--- config.mk ---
export PLATFORM = sky130hd
export DESIGN_NAME = pixel_blend_mode_compositor_top
export DESIGN_NICKNAME = d
export VERILOG_FILES = /design/src/rtl/pbmc_pkg.sv /design/src/rtl/pixel_blend_mode_compositor_top.sv /design/src/rtl/pbmc_lane.sv /design/src/rtl/pbmc_alpha_lane.sv
export SDC_FILE = /design/constraint.sdc
export NUM_CORES = 2
export LEC_CHECK = 0
export ABC_AREA = 1
export BUFFER_PORTS_ARGS = -buffer_cell sky130_fd_sc_hd__clkbuf_2
export CAP_MARGIN = 20
export CORE_ASPECT_RATIO = 0.6
export CORE_MARGIN = 1.5
export CORE_UTILIZATION = 60
export DETAILED_ROUTE_END_ITERATION = 8
export GPL_TIMING_DRIVEN = 0
export PLACE_DENSITY = 0.84
export SKIP_LAST_GASP = 1
export SLEW_MARGIN = 20
export SYNTH_ARGS = -nofsm -noshare
export SYNTH_HDL_FRONTEND = slang
export SYNTH_HIERARCHICAL = 1
export SYNTH_SLANG_ARGS = --single-unit
--- constraint.sdc ---
create_clock -name i_clk -period 17 [get_ports i_clk]
set_input_delay 3.4 -clock i_clk [delete_from_list [all_inputs] [get_ports i_clk]]
set_output_delay 3.4 -clock i_clk [all_outputs]
set_load 0.02 [all_outputs]
--- src/rtl/pbmc_pkg.sv ---
// Shared types, codes and arithmetic helpers of the blend-mode compositor.
package pbmc_pkg;

    typedef logic [3:0] t_mode;

    localparam t_mode MODE_ALPHA     = 4'd0;
    localparam t_mode MODE_ADD       = 4'd1;
    localparam t_mode MODE_SUB       = 4'd2;
    localparam t_mode MODE_MUL       = 4'd3;
    localparam t_mode MODE_DIV       = 4'd4;
    localparam t_mode MODE_SCREEN    = 4'd5;
    localparam t_mode MODE_OVERLAY   = 4'd6;
    localparam t_mode MODE_DARKEN    = 4'd7;
    localparam t_mode MODE_LIGHTEN   = 4'd8;
    localparam t_mode MODE_HARDLIGHT = 4'd9;

    localparam int CFG_IDX_W  = 2;
    localparam int CFG_DATA_W = 9;

    localparam logic [CFG_IDX_W-1:0] CFG_BLEND_MODE = 2'd0;
    localparam logic [CFG_IDX_W-1:0] CFG_ALPHA_GAIN = 2'd1;

    localparam logic [7:0] MAX8  = 8'd255;
    localparam logic [7:0] HALF8 = 8'd128;

    typedef struct packed {
        logic [7:0] a;
        t_mode      mode;
        logic       pass_dst;
        logic       copy_src;
    } t_ctl;

    // floor(x / 255) by reciprocal estimate and one correction
    function automatic logic [8:0] div255(input logic [16:0] x);
        logic [24:0] e;
        logic [8:0]  q;
        logic [17:0] r;
        e = {x, 8'h00} + 25'(x);
        q = e[24:16];
        r = {1'b0, x} - {1'b0, q, 8'h00} + 18'(q);
        if (r >= 18'd255) begin
            q = q + 9'd1;
        end
        return q;
    endfunction

    // one restoring division step: {quotient bit, new remainder}
    function automatic logic [8:0] div_step(input logic [7:0] rem, input logic nbit,
                                            input logic [7:0] dvs);
        logic [8:0] t;
        logic [8:0] diff;
        t    = {rem, nbit};
        diff = t - {1'b0, dvs};
        if (t >= {1'b0, dvs}) begin
            return {1'b1, diff[7:0]};
        end else begin
            return {1'b0, t[7:0]};
        end
    endfunction

endpackage

--- src/rtl/pixel_blend_mode_compositor_top.sv ---
// Top level of the RGBA8 blend-mode compositor: registers, opacity stage, lanes.
//
// Takes one destination and one source RGBA8 pixel per clock and returns the
// composited pixel on the o_out_* ports, with o_strobe high, once it has passed
// the registered opacity stage and the lane stages. busy stays low, so a pixel
// may be started in every cycle. The depth is set by the divide-mode quotient
// unit, which resolves two quotient bits per stage over four stages, followed
// by the mix multipliers and the final divide by 255. Each result is on the
// ports for one cycle only and the receiver must take it then. blend_mode and
// alpha_gain must be written through the i_cfg_* port only while no pixel is
// in flight; the block does not enforce this.
module pixel_blend_mode_compositor_top import pbmc_pkg::*; (
    input  logic                  i_clk,
    input  logic                  i_rst_n,
    input  logic                  start,
    output logic                  busy,
    input  logic                  i_cfg_we,
    input  logic [CFG_IDX_W-1:0]  i_cfg_idx,
    input  logic [CFG_DATA_W-1:0] i_cfg_data,
    input  logic [7:0]            i_dst_red,
    input  logic [7:0]            i_dst_green,
    input  logic [7:0]            i_dst_blue,
    input  logic [7:0]            i_dst_alpha,
    input  logic [7:0]            i_src_red,
    input  logic [7:0]            i_src_green,
    input  logic [7:0]            i_src_blue,
    input  logic [7:0]            i_src_alpha,
    output logic                  o_strobe,
    output logic [7:0]            o_out_red,
    output logic [7:0]            o_out_green,
    output logic [7:0]            o_out_blue,
    output logic [7:0]            o_out_alpha
);

    localparam int PIPE_DEPTH = 7;
    localparam logic [CFG_DATA_W-1:0] GAIN_RESET = 9'd256;

    logic accept;

    assign busy   = 1'b0;
    assign accept = start && !busy;

    // configuration registers
    t_mode                 r_mode;
    logic [CFG_DATA_W-1:0] r_gain;

    always_ff @(posedge i_clk) begin
        if (!i_rst_n) begin
            r_mode <= MODE_ALPHA;
            r_gain <= GAIN_RESET;
        end else if (i_cfg_we) begin
            unique case (i_cfg_idx)
                CFG_BLEND_MODE: r_mode <= i_cfg_data[3:0];
                CFG_ALPHA_GAIN: r_gain <= i_cfg_data;
                default: ;
            endcase
        end
    end

    // stage 1: effective opacity and special-case flags
    logic [16:0] n_prod;
    logic [8:0]  n_a_raw;
    t_ctl        n_ctl;

    assign n_prod  = 17'(i_src_alpha) * 17'(r_gain);
    assign n_a_raw = n_prod[16:8];

    always_comb begin
        n_ctl.a        = n_a_raw[8] ? MAX8 : n_a_raw[7:0];
        n_ctl.mode     = (r_mode > MODE_HARDLIGHT) ? MODE_ALPHA : r_mode;
        n_ctl.pass_dst = (n_ctl.a == 8'd0);
        n_ctl.copy_src = (n_ctl.mode == MODE_ALPHA) && (n_ctl.a == MAX8);
    end

    t_ctl       r_ctl;
    logic [7:0] r_dst_red;
    logic [7:0] r_dst_green;
    logic [7:0] r_dst_blue;
    logic [7:0] r_dst_alpha;
    logic [7:0] r_src_red;
    logic [7:0] r_src_green;
    logic [7:0] r_src_blue;
    logic [7:0] r_src_alpha;

    always_ff @(posedge i_clk) begin
        r_ctl       <= n_ctl;
        r_dst_red   <= i_dst_red;
        r_dst_green <= i_dst_green;
        r_dst_blue  <= i_dst_blue;
        r_dst_alpha <= i_dst_alpha;
        r_src_red   <= i_src_red;
        r_src_green <= i_src_green;
        r_src_blue  <= i_src_blue;
        r_src_alpha <= i_src_alpha;
    end

    // valid bits, one per stage
    logic [PIPE_DEPTH-1:0] r_vld;
    logic [PIPE_DEPTH-1:0] n_vld;

    assign n_vld = {r_vld[PIPE_DEPTH-2:0], accept};

    always_ff @(posedge i_clk) begin
        if (!i_rst_n) begin
            r_vld <= '0;
        end else begin
            r_vld <= n_vld;
        end
    end

    pbmc_lane u_lane_red (
        .i_clk (i_clk),
        .i_d   (r_dst_red),
        .i_s   (r_src_red),
        .i_ctl (r_ctl),
        .o_pix (o_out_red)
    );

    pbmc_lane u_lane_green (
        .i_clk (i_clk),
        .i_d   (r_dst_green),
        .i_s   (r_src_green),
        .i_ctl (r_ctl),
        .o_pix (o_out_green)
    );

    pbmc_lane u_lane_blue (
        .i_clk (i_clk),
        .i_d   (r_dst_blue),
        .i_s   (r_src_blue),
        .i_ctl (r_ctl),
        .o_pix (o_out_blue)
    );

    pbmc_alpha_lane u_lane_alpha (
        .i_clk   (i_clk),
        .i_d     (r_dst_alpha),
        .i_s     (r_src_alpha),
        .i_ctl   (r_ctl),
        .o_alpha (o_out_alpha)
    );

    assign o_strobe = r_vld[PIPE_DEPTH-1];

endmodule

--- src/rtl/pbmc_lane.sv ---
// One colour channel: blend-mode value, opacity mix and final select.
module pbmc_lane import pbmc_pkg::*; (
    input  logic       i_clk,
    input  logic [7:0] i_d,
    input  logic [7:0] i_s,
    input  t_ctl       i_ctl,
    output logic [7:0] o_pix
);

    // stage 2: products, first two quotient bits of 255*d/s
    logic [15:0] n_num;
    logic [8:0]  n_st7;
    logic [8:0]  n_st6;
    logic [15:0] r_s2_prod_ds;
    logic [15:0] r_s2_prod_inv;
    logic [7:0]  r_s2_rem;
    logic [1:0]  r_s2_q;
    logic [5:0]  r_s2_nlow;
    logic [7:0]  r_s2_d;
    logic [7:0]  r_s2_s;
    t_ctl        r_s2_ctl;

    assign n_num = {i_d, 8'h00} - {8'h00, i_d};
    assign n_st7 = div_step(n_num[15:8], n_num[7], i_s);
    assign n_st6 = div_step(n_st7[7:0], n_num[6], i_s);

    always_ff @(posedge i_clk) begin
        r_s2_prod_ds  <= 16'(i_d) * 16'(i_s);
        r_s2_prod_inv <= 16'(MAX8 - i_d) * 16'(MAX8 - i_s);
        r_s2_rem      <= n_st6[7:0];
        r_s2_q        <= {n_st7[8], n_st6[8]};
        r_s2_nlow     <= n_num[5:0];
        r_s2_d        <= i_d;
        r_s2_s        <= i_s;
        r_s2_ctl      <= i_ctl;
    end

    // stage 3: scaled products, quotient bits 5..4
    logic [8:0] n_q_mul;
    logic [8:0] n_q_scr;
    logic [8:0] n_q2_lo;
    logic [8:0] n_q2_hi;
    logic [8:0] n_st5;
    logic [8:0] n_st4;
    logic [7:0] r_s3_q_mul;
    logic [7:0] r_s3_q_scr;
    logic [7:0] r_s3_q2_lo;
    logic [7:0] r_s3_q2_hi;
    logic [7:0] r_s3_rem;
    logic [3:0] r_s3_q;
    logic [3:0] r_s3_nlow;
    logic [7:0] r_s3_d;
    logic [7:0] r_s3_s;
    t_ctl       r_s3_ctl;

    assign n_q_mul = div255({1'b0, r_s2_prod_ds});
    assign n_q_scr = div255({1'b0, r_s2_prod_inv});
    assign n_q2_lo = div255({r_s2_prod_ds, 1'b0});
    assign n_q2_hi = div255({r_s2_prod_inv, 1'b0});
    assign n_st5   = div_step(r_s2_rem, r_s2_nlow[5], r_s2_s);
    assign n_st4   = div_step(n_st5[7:0], r_s2_nlow[4], r_s2_s);

    always_ff @(posedge i_clk) begin
        r_s3_q_mul <= n_q_mul[7:0];
        r_s3_q_scr <= n_q_scr[7:0];
        r_s3_q2_lo <= n_q2_lo[7:0];
        r_s3_q2_hi <= n_q2_hi[7:0];
        r_s3_rem   <= n_st4[7:0];
        r_s3_q     <= {r_s2_q, n_st5[8], n_st4[8]};
        r_s3_nlow  <= r_s2_nlow[3:0];
        r_s3_d     <= r_s2_d;
        r_s3_s     <= r_s2_s;
        r_s3_ctl   <= r_s2_ctl;
    end

    // stage 4: quotient bits 3..2
    logic [8:0] n_st3;
    logic [8:0] n_st2;
    logic [7:0] r_s4_q_mul;
    logic [7:0] r_s4_q_scr;
    logic [7:0] r_s4_q2_lo;
    logic [7:0] r_s4_q2_hi;
    logic [7:0] r_s4_rem;
    logic [5:0] r_s4_q;
    logic [1:0] r_s4_nlow;
    logic [7:0] r_s4_d;
    logic [7:0] r_s4_s;
    t_ctl       r_s4_ctl;

    assign n_st3 = div_step(r_s3_rem, r_s3_nlow[3], r_s3_s);
    assign n_st2 = div_step(n_st3[7:0], r_s3_nlow[2], r_s3_s);

    always_ff @(posedge i_clk) begin
        r_s4_q_mul <= r_s3_q_mul;
        r_s4_q_scr <= r_s3_q_scr;
        r_s4_q2_lo <= r_s3_q2_lo;
        r_s4_q2_hi <= r_s3_q2_hi;
        r_s4_rem   <= n_st2[7:0];
        r_s4_q     <= {r_s3_q, n_st3[8], n_st2[8]};
        r_s4_nlow  <= r_s3_nlow[1:0];
        r_s4_d     <= r_s3_d;
        r_s4_s     <= r_s3_s;
        r_s4_ctl   <= r_s3_ctl;
    end

    // stage 5: last quotient bits, mode select
    logic [8:0] n_st1;
    logic [8:0] n_st0;
    logic [7:0] n_q_div;
    logic [8:0] n_sum9;
    logic [7:0] n_x;
    logic [7:0] r_s5_x;
    logic [7:0] r_s5_d;
    logic [7:0] r_s5_s;
    t_ctl       r_s5_ctl;

    assign n_st1   = div_step(r_s4_rem, r_s4_nlow[1], r_s4_s);
    assign n_st0   = div_step(n_st1[7:0], r_s4_nlow[0], r_s4_s);
    assign n_q_div = {r_s4_q, n_st1[8], n_st0[8]};
    assign n_sum9  = {1'b0, r_s4_d} + {1'b0, r_s4_s};

    always_comb begin
        unique case (r_s4_ctl.mode)
            MODE_ADD:       n_x = n_sum9[8] ? MAX8 : n_sum9[7:0];
            MODE_SUB:       n_x = (r_s4_d > r_s4_s) ? (r_s4_d - r_s4_s) : 8'd0;
            MODE_MUL:       n_x = r_s4_q_mul;
            MODE_DIV:       n_x = (r_s4_d >= r_s4_s) ? MAX8 : n_q_div;
            MODE_SCREEN:    n_x = MAX8 - r_s4_q_scr;
            MODE_OVERLAY:   n_x = (r_s4_d < HALF8) ? r_s4_q2_lo : (MAX8 - r_s4_q2_hi);
            MODE_DARKEN:    n_x = (r_s4_d < r_s4_s) ? r_s4_d : r_s4_s;
            MODE_LIGHTEN:   n_x = (r_s4_d > r_s4_s) ? r_s4_d : r_s4_s;
            MODE_HARDLIGHT: n_x = (r_s4_s < HALF8) ? r_s4_q2_lo : (MAX8 - r_s4_q2_hi);
            default:        n_x = r_s4_s;
        endcase
    end

    always_ff @(posedge i_clk) begin
        r_s5_x   <= n_x;
        r_s5_d   <= r_s4_d;
        r_s5_s   <= r_s4_s;
        r_s5_ctl <= r_s4_ctl;
    end

    // stage 6: weighted sum
    logic [15:0] r_s6_sum;
    logic [7:0]  r_s6_d;
    logic [7:0]  r_s6_s;
    t_ctl        r_s6_ctl;

    always_ff @(posedge i_clk) begin
        r_s6_sum <= 16'(r_s5_x) * 16'(r_s5_ctl.a)
                  + 16'(r_s5_d) * 16'(MAX8 - r_s5_ctl.a);
        r_s6_d   <= r_s5_d;
        r_s6_s   <= r_s5_s;
        r_s6_ctl <= r_s5_ctl;
    end

    // stage 7: normalize and pick pass-through cases
    logic [8:0] n_mix;
    logic [7:0] n_pix;
    logic [7:0] r_pix;

    assign n_mix = div255({1'b0, r_s6_sum});

    always_comb begin
        priority if (r_s6_ctl.pass_dst) begin
            n_pix = r_s6_d;
        end else if (r_s6_ctl.copy_src) begin
            n_pix = r_s6_s;
        end else begin
            n_pix = n_mix[7:0];
        end
    end

    always_ff @(posedge i_clk) begin
        r_pix <= n_pix;
    end

    assign o_pix = r_pix;

endmodule

--- src/rtl/pbmc_alpha_lane.sv ---
// Alpha channel: coverage accumulate, delay match and final select.
module pbmc_alpha_lane import pbmc_pkg::*; (
    input  logic       i_clk,
    input  logic [7:0] i_d,
    input  logic [7:0] i_s,
    input  t_ctl       i_ctl,
    output logic [7:0] o_alpha
);

    localparam int DLY = 3;

    typedef struct packed {
        logic [7:0] alpha;
        logic [7:0] d;
        logic [7:0] s;
        t_ctl       ctl;
    } t_apix;

    logic [15:0] r_s2_pa;
    logic [7:0]  r_s2_d;
    logic [7:0]  r_s2_s;
    t_ctl        r_s2_ctl;

    always_ff @(posedge i_clk) begin
        r_s2_pa  <= 16'(i_d) * 16'(MAX8 - i_ctl.a);
        r_s2_d   <= i_d;
        r_s2_s   <= i_s;
        r_s2_ctl <= i_ctl;
    end

    logic [8:0] n_qa;
    t_apix      n_s3;
    t_apix      r_s3;

    assign n_qa = div255({1'b0, r_s2_pa});

    always_comb begin
        n_s3.alpha = r_s2_ctl.a + n_qa[7:0];
        n_s3.d     = r_s2_d;
        n_s3.s     = r_s2_s;
        n_s3.ctl   = r_s2_ctl;
    end

    always_ff @(posedge i_clk) begin
        r_s3 <= n_s3;
    end

    // match the colour lanes' divider depth
    t_apix r_dly [DLY];

    always_ff @(posedge i_clk) begin
        r_dly[0] <= r_s3;
        for (int i = 1; i < DLY; i++) begin
            r_dly[i] <= r_dly[i-1];
        end
    end

    logic [7:0] n_alpha;
    logic [7:0] r_alpha;

    always_comb begin
        priority if (r_dly[DLY-1].ctl.pass_dst) begin
            n_alpha = r_dly[DLY-1].d;
        end else if (r_dly[DLY-1].ctl.copy_src) begin
            n_alpha = r_dly[DLY-1].s;
        end else begin
            n_alpha = r_dly[DLY-1].alpha;
        end
    end

    always_ff @(posedge i_clk) begin
        r_alpha <= n_alpha;
    end

    assign o_alpha = r_alpha;

endmodule

==> results.md <==
- Register area: between 20,000 and 25,000 sq um
- Post-synth EDFFs: 0
- Clock Skews: between 0.03 and 0.04 ns
- Final setup violation count: 0
- Core Region: ~150,000 sq um
- First-pass GRT wire length: just over 400,000 um
- Drt drc: 4
- Crit-path max cell delay: roughly 0.54 ns
- Remaining antenna violation count: 0
- Final hold viol count: 0
- Filler cells: 12.85k
- R2R Setup Slk: ~11 ns
- Routed length on met1: 122,200 um
- Vias in the first global route: a little under 80k
- Share of cells above drive strength 1: under 10%
- Detailed Routing Iterations Pass 1: 9
- Top cell type's share of synthesized area: roughly 25%
- HPWL after detailed placement: approximately 210,000 um
- Final wirelength: 258,300 um
- Hold Path Cell Cnt: 0
- Metal3 WL: around 29,000 um
- Flops & latches, synth: 1,173
- Slew @ Worst Pin: 1.111 ns
- Post-synthesis sequential area ratio: 25.12%
- CP bufs+invs: 5
- Commonest non-fill, non-tap cell in the layout: nand2_1
- Yosys top cell by area: dfxtp_1
- Max Buffers Root-to-Sink: 3
- Initial Util: a little over 60%
- Synthesized area: approximately 93,000 sq um
- RSZ-0062 raised after global routing: false
- Clk Latency, worst-skew pair: between 0.7 and 0.8 ns
- Routed length on met2: 103,200 um
- CTS tree: yes
- Distinct cells, synth: between 70 and 80
- Area Overhead vs Synth: 7.338%
- Worst R2R Start: u_lane_blue/r_s5_ctl[12]$_DFF_P_
- Fin. max-slew vios: 0
- CTS resizes: 0
- Area contributors post-synth: dfxtp_1 25%, ha_1 16%, fa_1 13%
- Syn_nets: between 10k and 15k
- # Max-Cap Violations: 0
- Tot GR Track Use: 32.34%
- Syn avg cell area: 7.493 sq um
- CP Class: input pin to flop
- Yosys warning count: 6
- Vias/cell: about 5.5
- R2r endpoint: u_lane_blue/r_s6_sum[14]$_DFF_P_
- Placement Rows: between 100 and 150
- Die ar.: between 150,000 and 200,000 sq um
- Port Buffers: 110
- Worst rel slew slack: between 20% and 30%
- H-Tree Depth: 3
- Die height: roughly 310 um
- Clock root buffer: clkbuf_16
- Cells after synthesis: approximately 12k
- Slowest-stage cell, CP: fa_1
- Most frequent cells in the layout: 2,862 x nand2_1, 2,433 x inv_1, 1,174 x ha_1, 1,173 x dfxtp_1, 1,042 x nor2_1
- Failing checks: DRC
- Grt ovf: 0
- Synth Flop Type: dfxtp_1
- Async set or reset register ratio after synthesis: 0%
- Clk slew on worst S/H paths: around 0.070 ns
- Cts bufs inserted: 108
- HP Class: flop to flop
- Status: complete, but fails checks
- Hold_sp: u_lane_alpha/r_s3[0]$_DFF_P_
- Required time worst endpoint: 17.68 ns
- Top Metal Used: met5
- Fmax: about 140 MHz
- Worst EP arrival: around 8 ns
- DR WL/cell: 17.42 um
- Overall via count from detail_route: 81.70k
- Cts hold-fix bufs: 0
- Worst reg2reg path depth: 23
- Critical path cell sequence: clkbuf_2 > clkbuf_1 > nand2_1 > inv_1 > fa_1 > fa_1 > fa_1 > inv_1 > fa_1 > inv_1 > ha_1 > nand2_1 > nor2_1 > and2_1 > nand2_2 > nand2_2 > nand2_2 > nand2_4 > nand2_2 > nor2_1 > nand3_1 > nor2_1
- Clk sinks: around 1.2k
- CP top delay family: adder cells
- Setup crit end kind: flop
- WHS Endpoint: u_lane_alpha/r_dly[0][0]$_DFF_P_
- Post-layout nets: between 10k and 15k
- Fin crit period: ~7.3 ns
- GPL Wtd Cong: between 0.9 and 1
- Type of origin of the critical path: input pin
- Area of the multi-input gates: 59,750 sq um
- Initial antenna violation count: 8
- Final Cycle Share: between 40% and 50%
- Total negative slack: 0 ns
- I/O pins: 113
- First-iteration detailed-routing DRC count: roughly 9.0k
- CP max FO: 9
- Buffers inserted by post-CTS timing repair: 0
- Largest net degree at the start of global routing: 19
- Die width: 512.6 um
-- cells in the mapped netlist (all sizes together) (54+ instances only) --
library cell	number
nand3b	54
nor3	145
nand2	2901
fa	622
a21oi	609
ha	1174
xnor2	184
xor2	326
clkbuf	183
inv	2453
o21ai	502
nand4	163
dfxtp	1173
nor2	1062
nand3	542
-- how the worst max path moves through the flow --
stage	start	endpoint	cells past startpoint
finish	i_src_alpha[2]	r_ctl[1]$_DFF_P_	22
global route	i_src_alpha[2]	r_ctl[0]$_DFF_P_	24
CTS	i_src_alpha[3]	r_ctl[1]$_DFF_P_	22
detailed placement	i_src_alpha[2]	r_ctl[1]$_DFF_P_	22
global placement	i_src_alpha[3]	r_ctl[1]$_DFF_P_	22
floorplan	i_src_alpha[3]	r_ctl[0]$_DFF_P_	22
-- layout make-up --
cell class                      count  share of cell area (%)
Buffer                            234                  0.9864
Antenna cell                        1                0.002494
Timing Repair Buffer              111                  0.5562
Tap cell                         2034                   2.536
Inverter                         2468                   9.233
Clock inverter                     64                  0.7420
Multi-Input combinational cell   8600                   59.55
Sequential cell                  1173                   23.40
Clock buffer                      139                   2.989
-- per-layer routing --
layer | GRT usage, % | vias to the layer above
met5 | 0 | -
met4 | 6.083 | 4
met3 | 7.809 | 356
met2 | 46.56 | 3741
met1 | 48.91 | 38270
li1 | - | 39330
-- cell families after synthesis --
family	after synthesis	synth area share (%)
adder cells (fa/ha/maj)	1796	29.04
XOR/XNOR	510	4.787
buffers and inverters	2702	10.97
multiplexers	3	0.03480
AO/OA/AOI/OAI	1330	7.881
flip-flops	1173	25.12
AND/OR/NAND/NOR	4957	22.16
other	4	0.01606
-- sequential cells by signal, indices dropped and copies added (netlist names), 16 cells and up --
register,cells
u_lane_green/r_s2_prod_ds,16
u_lane_green/r_s6_sum,16
u_lane_green/r_s2_prod_inv,16
u_lane_alpha/r_s3,26
u_lane_alpha/r_dly,78
u_lane_red/r_s2_prod_ds,16
u_lane_blue/r_s2_prod_inv,16
u_lane_blue/r_s6_sum,16
u_lane_red/r_s6_sum,16
u_lane_red/r_s2_prod_inv,16
u_lane_alpha/r_s2_pa,16
u_lane_blue/r_s2_prod_ds,16
-- per-stage QoR --
step | hold WS (ns) | util [%] | area [sq um] | instances | setup WS (ns)
final | 0.3104 | 65.26 | 100300 | 14820 | 9.663
after global routing | 0.3223 | 65.26 | 100300 | 14820 | 9.499
after CTS | 0.3071 | 65.26 | 100300 | 14820 | 9.790
after detailed placement | 0.3121 | 62.82 | 96580 | 14620 | 9.167
after global placement | 0.3098 | 62.81 | 96570 | 14620 | 9.287
after floorplan | 0.3096 | - | 93480 | 12480 | 9.894
-- worst reg2reg max path, cell delays in order, from the launching register on --
cell and delay, ns:
dfxtp_1 0.31, clkbuf_1 0.35, clkbuf_1 0.47, nand2_1 0.17
fa_1 0.53, fa_1 0.55, inv_1 0.05, fa_1 0.47
fa_1 0.49, inv_1 0.06, fa_1 0.52, inv_1 0.05
fa_1 0.47, ha_1 0.38, a21oi_1 0.24, o21ai_0 0.11
a21oi_1 0.23, nor2_1 0.08, o21ai_0 0.17, nand2_1 0.10
nand2_1 0.08, nand2_1 0.05, a21oi_1 0.15, xor2_1 0.15
Power is left out: the tool's default activity adds up to more than one toggle a clock period on the data nets, which glitch-free logic cannot reach.
